## config.mk

```make
export PLATFORM = sky130hd
export DESIGN_NAME = shared_credit_pool_per_task_core
export DESIGN_NICKNAME = d
export VERILOG_FILES = /design/src/design/scpt_pkg.sv /design/src/design/scpt_slot_ram.sv /design/src/design/shared_credit_pool_per_task_core.sv
export VERILOG_INCLUDE_DIRS = /design/src /design/src/design
export SDC_FILE = /design/constraint.sdc
export NUM_CORES = 2
export LEC_CHECK = 0
export BUFFER_PORTS_ARGS = -buffer_cell sky130_fd_sc_hd__buf_4
export CORE_UTILIZATION = 53
export DETAILED_ROUTE_END_ITERATION = 10
export PLACE_DENSITY_LB_ADDON = 0.05
export SLEW_MARGIN = 20
export SYNTH_ARGS = -nofsm -noshare
export SYNTH_HDL_FRONTEND = slang
export SYNTH_HIERARCHICAL = 1
export SYNTH_SLANG_ARGS = --single-unit
```

## constraint.sdc

```tcl
create_clock -name clk -period 12.7 [get_ports clk]
set_input_delay 0 -clock clk [delete_from_list [all_inputs] [get_ports clk]]
set_output_delay 0 -clock clk [all_outputs]
set_load 0.005 [all_outputs]
```

## src/design/shared_credit_pool_per_task_core_assert.svh

```systemverilog
// Assertion macros shared by the credit pool RTL.
// Bodies refer to clk and rst_n of the module that includes this header.
`ifndef SHARED_CREDIT_POOL_PER_TASK_CORE_ASSERT_SVH
`define SHARED_CREDIT_POOL_PER_TASK_CORE_ASSERT_SVH

// Same-cycle implication.
`define SCPT_ASSERT_IMP(label, ante, cons, msg) \
    label: assert property (@(posedge clk) disable iff (!rst_n) (ante) |-> (cons)) \
        else $error(msg);

// Next-cycle implication.
`define SCPT_ASSERT_NXT(label, ante, cons, msg) \
    label: assert property (@(posedge clk) disable iff (!rst_n) (ante) |=> (cons)) \
        else $error(msg);

`endif

```

## src/design/scpt_pkg.sv

```systemverilog
// Types and constants of the shared credit pool.
// No dependencies; used by scpt_slot_ram and the top level.
package scpt_pkg;

    localparam int CNT_W     = 32;
    localparam int NUM_SLOTS = 16;
    localparam int SLOT_W    = $clog2(NUM_SLOTS);
    localparam int OP_W      = 3;
    localparam int ST_W      = 2;

    localparam logic [CNT_W-1:0] CAP_RESET = CNT_W'(16);

    localparam logic [OP_W-1:0] OP_OPEN     = 3'd0;
    localparam logic [OP_W-1:0] OP_RESERVE  = 3'd1;
    localparam logic [OP_W-1:0] OP_RELEASE  = 3'd2;
    localparam logic [OP_W-1:0] OP_UPDATE   = 3'd3;
    localparam logic [OP_W-1:0] OP_TEARDOWN = 3'd4;

    localparam logic [ST_W-1:0] ST_APPLIED  = 2'd0;
    localparam logic [ST_W-1:0] ST_REFUSED  = 2'd1;
    localparam logic [ST_W-1:0] ST_DEAD     = 2'd2;
    localparam logic [ST_W-1:0] ST_NOCHANGE = 2'd3;

    typedef struct packed {
        logic [CNT_W-1:0] gen;
        logic [CNT_W-1:0] cons;
    } slot_entry_t;

    typedef struct packed {
        logic              en;
        logic [SLOT_W-1:0] addr;
        slot_entry_t       data;
    } ram_wr_t;

endpackage

```

## src/design/scpt_slot_ram.sv

```systemverilog
// Per-task count table: one write port, one read port, registered read data.
// Depends on scpt_pkg.
module scpt_slot_ram
(
    input  logic                        clk,
    input  logic                        rd_en,
    input  logic [scpt_pkg::SLOT_W-1:0] rd_addr,
    output scpt_pkg::slot_entry_t       rd_data,
    input  scpt_pkg::ram_wr_t           wr
);

    scpt_pkg::slot_entry_t slot_mem [scpt_pkg::NUM_SLOTS];
    scpt_pkg::slot_entry_t rd_data_reg;

    always_ff @(posedge clk)
    begin
        if (wr.en)
        begin
            slot_mem[wr.addr] <= wr.data;
        end
        if (rd_en)
        begin
            rd_data_reg <= slot_mem[rd_addr];
        end
    end

    assign rd_data = rd_data_reg;

endmodule

```

## src/design/shared_credit_pool_per_task_core.sv

```systemverilog
// Top level of the shared credit pool with per-task accounting.
// Depends on scpt_pkg, scpt_slot_ram and shared_credit_pool_per_task_core_assert.svh.
//
//   channel   handshake            payload
//   -------   ------------------   ---------------------------------------------------
//   command   start / busy         opcode, task_slot, amount
//   result    done (strobe)        granted, status, backpressured,
//                                  total_generated, total_consumed
//   config    cfg_valid/cfg_ready  cfg_data (credit_cap)
//
// A command holds busy high from the read state through the finish state: table read, two
// arithmetic steps on the 32-bit counts, write back. Then done pulses for one cycle, during
// which the next command may already start. The registered table read and the chain of
// 32-bit subtracts and compares account for these states.
// Reset clears the global counters, marks all slots dead and loads the cap with 16.
// The receiver cannot stall; a cap write waits while a command is starting or in flight.
`include "shared_credit_pool_per_task_core_assert.svh"

module shared_credit_pool_per_task_core
(
    input  logic                        clk,
    input  logic                        rst_n,
    input  logic                        start,
    output logic                        busy,
    input  logic [scpt_pkg::OP_W-1:0]   opcode,
    input  logic [scpt_pkg::SLOT_W-1:0] task_slot,
    input  logic [scpt_pkg::CNT_W-1:0]  amount,
    output logic                        done,
    output logic                        granted,
    output logic [scpt_pkg::ST_W-1:0]   status,
    output logic                        backpressured,
    output logic [scpt_pkg::CNT_W-1:0]  total_generated,
    output logic [scpt_pkg::CNT_W-1:0]  total_consumed,
    input  logic                        cfg_valid,
    output logic                        cfg_ready,
    input  logic [scpt_pkg::CNT_W-1:0]  cfg_data
);

    localparam logic [2:0] S_IDLE  = 3'd0;
    localparam logic [2:0] S_READ  = 3'd1;
    localparam logic [2:0] S_CALC  = 3'd2;
    localparam logic [2:0] S_APPLY = 3'd3;
    localparam logic [2:0] S_FIN   = 3'd4;

    logic [2:0] state_reg, state_next;
    logic       done_reg;
    logic       accept;

    logic [scpt_pkg::NUM_SLOTS-1:0] alive_reg, alive_next;
    logic [scpt_pkg::CNT_W-1:0]     cap_reg;
    logic [scpt_pkg::CNT_W-1:0]     gg_reg, gg_next;
    logic [scpt_pkg::CNT_W-1:0]     gc_reg, gc_next;

    // command payload
    logic [scpt_pkg::OP_W-1:0]   op_reg;
    logic [scpt_pkg::SLOT_W-1:0] slot_reg;
    logic [scpt_pkg::CNT_W-1:0]  amt_reg;
    logic                        live_reg;

    // staged arithmetic
    logic [scpt_pkg::CNT_W-1:0] gen_reg, cons_reg, own_reg, clamp_reg, outst_reg;
    logic [scpt_pkg::CNT_W-1:0] rel_reg, inc_reg;
    logic                       inc_ok_reg, over_reg;

    // result registers
    logic                      granted_reg, granted_next;
    logic [scpt_pkg::ST_W-1:0] status_reg, status_next;
    logic                      bp_reg;

    scpt_pkg::slot_entry_t rd_data;
    scpt_pkg::ram_wr_t     wr_req;

    assign accept = start && (state_reg == S_IDLE);

    scpt_slot_ram u_slot_ram
    (
        .clk     (clk),
        .rd_en   (accept),
        .rd_addr (task_slot),
        .rd_data (rd_data),
        .wr      (wr_req)
    );

    always_comb
    begin
        case (state_reg)
            S_IDLE:  state_next = accept ? S_READ : S_IDLE;
            S_READ:  state_next = S_CALC;
            S_CALC:  state_next = S_APPLY;
            S_APPLY: state_next = S_FIN;
            S_FIN:   state_next = S_IDLE;
            default: state_next = S_IDLE;
        endcase
    end

    // apply the operation; counts wrap
    always_comb
    begin
        alive_next    = alive_reg;
        gg_next       = gg_reg;
        gc_next       = gc_reg;
        granted_next  = 1'b0;
        status_next   = scpt_pkg::ST_NOCHANGE;
        wr_req.en     = 1'b0;
        wr_req.addr   = slot_reg;
        wr_req.data   = '{gen: gen_reg, cons: cons_reg};
        if (state_reg == S_APPLY)
        begin
            case (op_reg)
                scpt_pkg::OP_OPEN:
                begin
                    if (!live_reg)
                    begin
                        alive_next[slot_reg] = 1'b1;
                        wr_req.en            = 1'b1;
                        wr_req.data          = '{gen: '0, cons: '0};
                        status_next          = scpt_pkg::ST_APPLIED;
                    end
                end
                scpt_pkg::OP_RESERVE:
                begin
                    if (!live_reg)
                    begin
                        granted_next = 1'b1;
                        status_next  = scpt_pkg::ST_DEAD;
                    end
                    else if (over_reg)
                    begin
                        status_next = scpt_pkg::ST_REFUSED;
                    end
                    else
                    begin
                        gg_next         = gg_reg + amt_reg;
                        wr_req.en       = 1'b1;
                        wr_req.data.gen = gen_reg + amt_reg;
                        granted_next    = 1'b1;
                        status_next     = scpt_pkg::ST_APPLIED;
                    end
                end
                scpt_pkg::OP_RELEASE:
                begin
                    if (!live_reg)
                    begin
                        status_next = scpt_pkg::ST_DEAD;
                    end
                    else if (rel_reg != '0)
                    begin
                        gg_next         = gg_reg - rel_reg;
                        wr_req.en       = 1'b1;
                        wr_req.data.gen = gen_reg - rel_reg;
                        status_next     = scpt_pkg::ST_APPLIED;
                    end
                end
                scpt_pkg::OP_UPDATE:
                begin
                    if (!live_reg)
                    begin
                        status_next = scpt_pkg::ST_DEAD;
                    end
                    else if (inc_ok_reg)
                    begin
                        gc_next          = gc_reg + inc_reg;
                        wr_req.en        = 1'b1;
                        wr_req.data.cons = clamp_reg;
                        status_next      = scpt_pkg::ST_APPLIED;
                    end
                end
                scpt_pkg::OP_TEARDOWN:
                begin
                    if (!live_reg)
                    begin
                        status_next = scpt_pkg::ST_DEAD;
                    end
                    else
                    begin
                        // return whatever the slot still holds
                        alive_next[slot_reg] = 1'b0;
                        gg_next              = gg_reg - own_reg;
                        status_next          = scpt_pkg::ST_APPLIED;
                    end
                end
                default:
                begin
                    status_next = scpt_pkg::ST_NOCHANGE;
                end
            endcase
        end
    end

    always_ff @(posedge clk or negedge rst_n)
    begin
        if (!rst_n)
        begin
            state_reg <= S_IDLE;
            done_reg  <= 1'b0;
            alive_reg <= '0;
            cap_reg   <= scpt_pkg::CAP_RESET;
            gg_reg    <= '0;
            gc_reg    <= '0;
        end
        else
        begin
            state_reg <= state_next;
            done_reg  <= (state_reg == S_FIN);
            alive_reg <= alive_next;
            gg_reg    <= gg_next;
            gc_reg    <= gc_next;
            if (cfg_valid && cfg_ready)
            begin
                cap_reg <= cfg_data;
            end
        end
    end

    always_ff @(posedge clk)
    begin
        if (accept)
        begin
            op_reg   <= opcode;
            slot_reg <= task_slot;
            amt_reg  <= amount;
            live_reg <= alive_reg[task_slot];
        end
        if (state_reg == S_READ)
        begin
            gen_reg   <= rd_data.gen;
            cons_reg  <= rd_data.cons;
            own_reg   <= rd_data.gen - rd_data.cons;
            clamp_reg <= (amt_reg < rd_data.gen) ? amt_reg : rd_data.gen;
            outst_reg <= gg_reg - gc_reg;
        end
        if (state_reg == S_CALC)
        begin
            rel_reg    <= (amt_reg < own_reg) ? amt_reg : own_reg;
            inc_reg    <= clamp_reg - cons_reg;
            inc_ok_reg <= clamp_reg > cons_reg;
            over_reg   <= outst_reg >= cap_reg;
        end
        if (state_reg == S_APPLY)
        begin
            granted_reg <= granted_next;
            status_reg  <= status_next;
        end
        if (state_reg == S_FIN)
        begin
            bp_reg <= (gg_reg - gc_reg) >= cap_reg;
        end
    end

    assign busy            = (state_reg != S_IDLE);
    // hold cap writes off while a command is starting or in flight
    assign cfg_ready       = !busy && !start;
    assign done            = done_reg;
    assign granted         = granted_reg;
    assign status          = status_reg;
    assign backpressured   = bp_reg;
    assign total_generated = gg_reg;
    assign total_consumed  = gc_reg;

    `SCPT_ASSERT_NXT(a_accept_reads, accept, state_reg == S_READ, "accept did not start a read")
    `SCPT_ASSERT_NXT(a_fin_done, state_reg == S_FIN, done && !busy, "no result after finish")
    `SCPT_ASSERT_IMP(a_wr_in_apply, wr_req.en, state_reg == S_APPLY, "table write outside apply")
    `SCPT_ASSERT_IMP(a_refused_not_granted, done && (status == scpt_pkg::ST_REFUSED), !granted,
        "refused reserve reported as granted")
    `SCPT_ASSERT_IMP(a_alive_in_apply, !$stable(alive_reg), $past(state_reg) == S_APPLY,
        "slot liveness changed outside apply")

endmodule

```

==> results by stage <==
Synth:
- Counting flops with an async set or reset pin after synthesis yields a share of 0.0787.
- Of the total synthesized cell area, the portion taken by full adders, half adders and majority gates is 0.0638.
- The sequential fraction of the synthesis area is 0.625.
- Synthesis produced 4,731 cells.
- Synthesis instantiated 88 different standard cells from the library.
- The largest total area in the synthesized netlist belongs to sky130_fd_sc_hd__edfxtp_1.
- The number of enable flip-flop cells after synthesis is 1,358.
- The cell area that synthesis handed to floorplanning was 69,900 sq um.
- Averaged over all synthesized cells, the footprint is 14.8 sq um.
- The dominant combinational cell family by area after synthesis is multiplexers.
- The area share of the largest cell type after synthesis is 0.583.
- The number of register bits inferred by synthesis is between 1k and 1.5k.
- Of the total synthesized cell area, the portion taken by AND, OR, NAND and NOR gates is 0.0577.
- The portion of netlist area occupied by mux cells is 0.101.
- The area share of xor/xnor cells in the synthesized design is 0.0272.
- The complex-gate fraction of the synthesized area came to 0.0996.
- Ranked by total cell area, the synthesized netlist is headed by sky130_fd_sc_hd__edfxtp_1 (58%), sky130_fd_sc_hd__mux4_2 (8.4%), sky130_fd_sc_hd__ha_1 (6.2%).
- During synthesis, Yosys emitted a total of 6 warnings.
- The prevailing post-synth register cell is sky130_fd_sc_hd__edfxtp_1.
- Synthesis produced a netlist with a net count of ~5.2k.

Die:
- For this configuration, the core starts out at a cell density of 0.537.
- The y dimension of the die is around 370 microns.
- From left edge to right edge, the die measures 365 microns.
- around 150 I/O pins were placed.
- The area of the core is 130,000 sq um.
- The full die area is ~130,000 sq um.
- The site row count is 132.

Timing:
- The worst-case clock skew is 0.0295 ns.
- Adding up every negative setup slack in the final design gives 0 ns.
- The number of endpoints failing setup at the final stage is 0.
- Setup repair after global routing left no endpoint under its margin.
- The worst path in the final design needs a cycle of between 5 and 6 ns, including I/O delays and setup.
- The post-route clock period utilization is 0.420.
- The transition at the pin with the smallest max-transition slack is between 1 and 1.5 ns.
- In this run the tightest slew margin relative to its limit is 0.254.
- The number of max-slew violations in the final report is 0.
- The maximum clock rate is roughly 190 MHz.
- The count of endpoints failing hold in the final timing report is 0.

Setup path:
- Counting buffers and inverters, the worst setup path is 18 cells deep.
- The category of the most critical setup path is flop to flop.
- For this run, the slowest stage of the critical path takes between 0.6 and 0.7 ns.
- At the worst endpoint, the required time is 13.34 ns.
- At the worst endpoint, the arrival time is roughly 6.0 ns.
- STA classifies the critical path endpoint as a flop.
- The destination of the worst register-to-register timing path is total_generated[28].
- In this run the worst path has a maximum fanout of 7.
- The sort of element at the start of the critical path is a flop.
- The launching element of the worst setup path is amt_reg[5].
- The register-to-register path setup slack is between 7 and 8 ns.
- Counting both buffers and inverters, the worst setup path holds a total of 0.
- The most critical setup path has its endpoint at total_generated[28].
- Among cell families on the critical path, the largest total delay comes from simple AND/OR/NAND/NOR gates.
- The worst register-to-register path begins at amt_reg[5].
- For this design, the slowest cell found on the critical path is sky130_fd_sc_hd__or4_4.
- The depth of the worst register-to-register path is 18.
- Traced cell by cell, the critical path runs through or4_4, or3_4, or2_1, nor3_1, xor2_1, nor2_1, a221oi_1, ha_1, and3_1, nand2_1, a21oi_1, o31a_1, a221o_1, a41oi_1, o311ai_0, a21oi_1, xor2_1, o21ai_0.

Clock network:
- Clock-pin slew was measured on the worst setup and hold paths at 0.06 ns.
- The number of levels the H-tree was split into is 4.
- The worst-case clock buffer depth is 3.
- The clock net in this run drives a total of 1,474 sinks.
- In this run the clock root is driven by a sky130_fd_sc_hd__clkbuf_16.
- Buffers inserted during clock tree synthesis total 157.
- The post-cts repair resize count is 0.
- The post-CTS repair timing setup buffer count is 0.
- For the worst-skew pair, the clock arrives at the later sink with an insertion delay of about 0.8 ns.
- The clock tree from TritonCTS is yes.

Pwr:
- In this run the power density over the cells is between 200 and 250 nW/um^2.
- The worst vdd rail ir drop is roughly 0.13 mV.
- The total leakage power is 29.6 nW.

GRT:
- The initial antenna violation count is 8.
- The total routing resource utilization after global routing is 0.296.
- The total global routing overflow is 0.
- The pin count of the biggest net entering global routing is 73.
- The number of global-route vias before repair is roughly 43k.
- The wire length of the first global-routing pass is approximately 280 mm.

Placed design:
- Summing all placed instances gives a cell area of around 73,000 sq um.
- The half-perimeter wire length after detailed placement is 130 mm.
- The number of port buffers is ~150.
- The congestion estimate from routability-driven global placement came to roughly 0.95.

Route:
- The detail-routed net length per standard cell is between 20 and 30 microns.
- The routed via count is 43.6k.
- The post-detailed-routing wire length is 196 mm.
- The ratio of routed vias to standard cells is roughly 6.2.
- Once detail routing completed, the nets flagged for antenna violations numbered 0.
- The length of the first detailed-routing pass in iterations is 7.
- The residual DRC count is 0.
- The detailed router finished its first iteration with 4,547 violations.

Min path:
- The launch instance of the worst min-delay path is amount[6].
- The classification of the worst-slack hold path is input port to flop.

Finish:
- The final layout contains 5,564 nets.
- The layout cell share with drive strength beyond 1 is 0.165.
- Summing all non-filler instances in the final layout gives an area of 80,100 sq um.
- The flip-flop count of the largest register, all copies and words added is approximately 1k.
- Compared with the post-synthesis result, the final layout area differs by 14.6%.

Outcome:
- The flow ran to the end, and the final reports show no timing, DRC or antenna violations.

Job:
- The number of max-cap violations is 0.
==> synthesized netlist by cell type, drive strengths merged (25+ instances only) <==
| cell type | count |
|---|---|
| inv | 289 |
| a221oi | 29 |
| a21oi | 233 |
| o21ai | 216 |
| ha | 345 |
| mux2 | 95 |
| dfrtp | 115 |
| nor2 | 193 |
| nand3 | 49 |
| nand4 | 45 |
| xor2 | 88 |
| o21bai | 25 |
| xnor2 | 129 |
| nor3 | 48 |
| nand2 | 253 |
| clkbuf | 102 |
| o21a | 29 |
| buf | 59 |
| edfxtp | 1358 |
| a21o | 135 |
| nand2b | 49 |
| mux4 | 261 |
| a22o | 41 |
| a31oi | 34 |
| o31ai | 25 |
| a22oi | 143 |
| nor2b | 55 |
==> report_power, final <==
part	internal, mW	switching [mW]
Sequential	6.49	0.702
Combinational	2.85	4.18
Clock	2.59	1.92
Total	11.9	6.81
==> through the flow <==
| stage | util | std cells | total power [mW] | setup slack (ns) | hold WS, ns |
|---|---|---|---|---|---|
| finish | 0.616 | 7009 | 18.7 | 7.36 | 0.0428 |
| global route | 0.616 | 7006 | 19.7 | 6.92 | 0.0268 |
| CTS | 0.615 | 7005 | 18.7 | 7.38 | 0.000293 |
| detailed placement | 0.564 | 6548 | 14.1 | 7.39 | 0.180 |
| global placement | 0.564 | 6548 | 14.0 | 7.49 | 0.170 |
| floorplan | - | 4731 | 11.7 | 5.48 | -0.296 |
==> layout make-up <==
type / instances / area, sq um
Antenna cell: 3 / 7.51
Sequential cell: 1474 / 43700
Inverter: 289 / 1080
Timing Repair Buffer: 408 / 3520
Tap cell: 1742 / 2180
Fill cell: 9722 / 50000
Clock inverter: 75 / 734
Multi-Input combinational cell: 2807 / 24600
Clock buffer: 211 / 4290
==> placed cells by master, fill, tap and decap left out, types with 41 or more instances in the layout <==
| master | n |
|---|---|
| sky130_fd_sc_hd__edfxtp_1 | 1358 |
| sky130_fd_sc_hd__ha_1 | 345 |
| sky130_fd_sc_hd__inv_1 | 288 |
| sky130_fd_sc_hd__mux4_2 | 261 |
| sky130_fd_sc_hd__nand2_1 | 252 |
| sky130_fd_sc_hd__buf_4 | 235 |
| sky130_fd_sc_hd__a21oi_1 | 232 |
| sky130_fd_sc_hd__o21ai_0 | 214 |
| sky130_fd_sc_hd__nor2_1 | 179 |
| sky130_fd_sc_hd__dlygate4sd3_1 | 170 |
| sky130_fd_sc_hd__clkbuf_16 | 162 |
| sky130_fd_sc_hd__a22oi_1 | 143 |
| sky130_fd_sc_hd__a21o_1 | 135 |
| sky130_fd_sc_hd__xnor2_1 | 129 |
| sky130_fd_sc_hd__dfrtp_1 | 115 |
| sky130_fd_sc_hd__mux2_2 | 95 |
| sky130_fd_sc_hd__xor2_1 | 88 |
| sky130_fd_sc_hd__nor2b_1 | 51 |
| sky130_fd_sc_hd__nand3_1 | 49 |
| sky130_fd_sc_hd__nand2b_1 | 48 |
| sky130_fd_sc_hd__nand4_1 | 45 |
| sky130_fd_sc_hd__clkbuf_1 | 44 |
| sky130_fd_sc_hd__nor3_1 | 42 |
| sky130_fd_sc_hd__a22o_1 | 41 |
==> layer usage <==
metal  global-route usage  share of wire  vias to the layer above
met2                0.464           0.46                     1704
li1                     -              -                    19300
met1                0.433           0.44                    22300
met3               0.0434          0.074                      263
met5                    0       0.000066                        -
met4               0.0834          0.026                        2
==> worst min path at each step <==
| stage | endpoint | slack, ns | depth (start not counted) |
|---|---|---|---|
| 2_1_floorplan | async pin | -0.30 | 0 |
| 3_3_place_gp | cap_reg[8] | 0.17 | 1 |
| 3_5_place_dp | amt_reg[18] | 0.18 | 1 |
| 4_1_cts | slot_reg[3] | 0.0003 | 2 |
| 5_1_grt | amt_reg[6] | 0.03 | 2 |
| 6_report | amt_reg[6] | 0.04 | 2 |
==> logic make-up after synthesis <==
logic type | Yosys count
XOR/XNOR | 217
flip-flops | 1474
AND/OR/NAND/NOR | 816
adder cells (fa/ha/maj) | 352
multiplexers | 365
AO/OA/AOI/OAI | 1057
buffers and inverters | 450
==> what timing repair did <==
item | in CTS | in global routing
setup endpoints to repair | 0 | 0
hold endpoints to repair | 155 | 0
hold buffers | 171 | 0
Power figures use the tool's default switching activity.
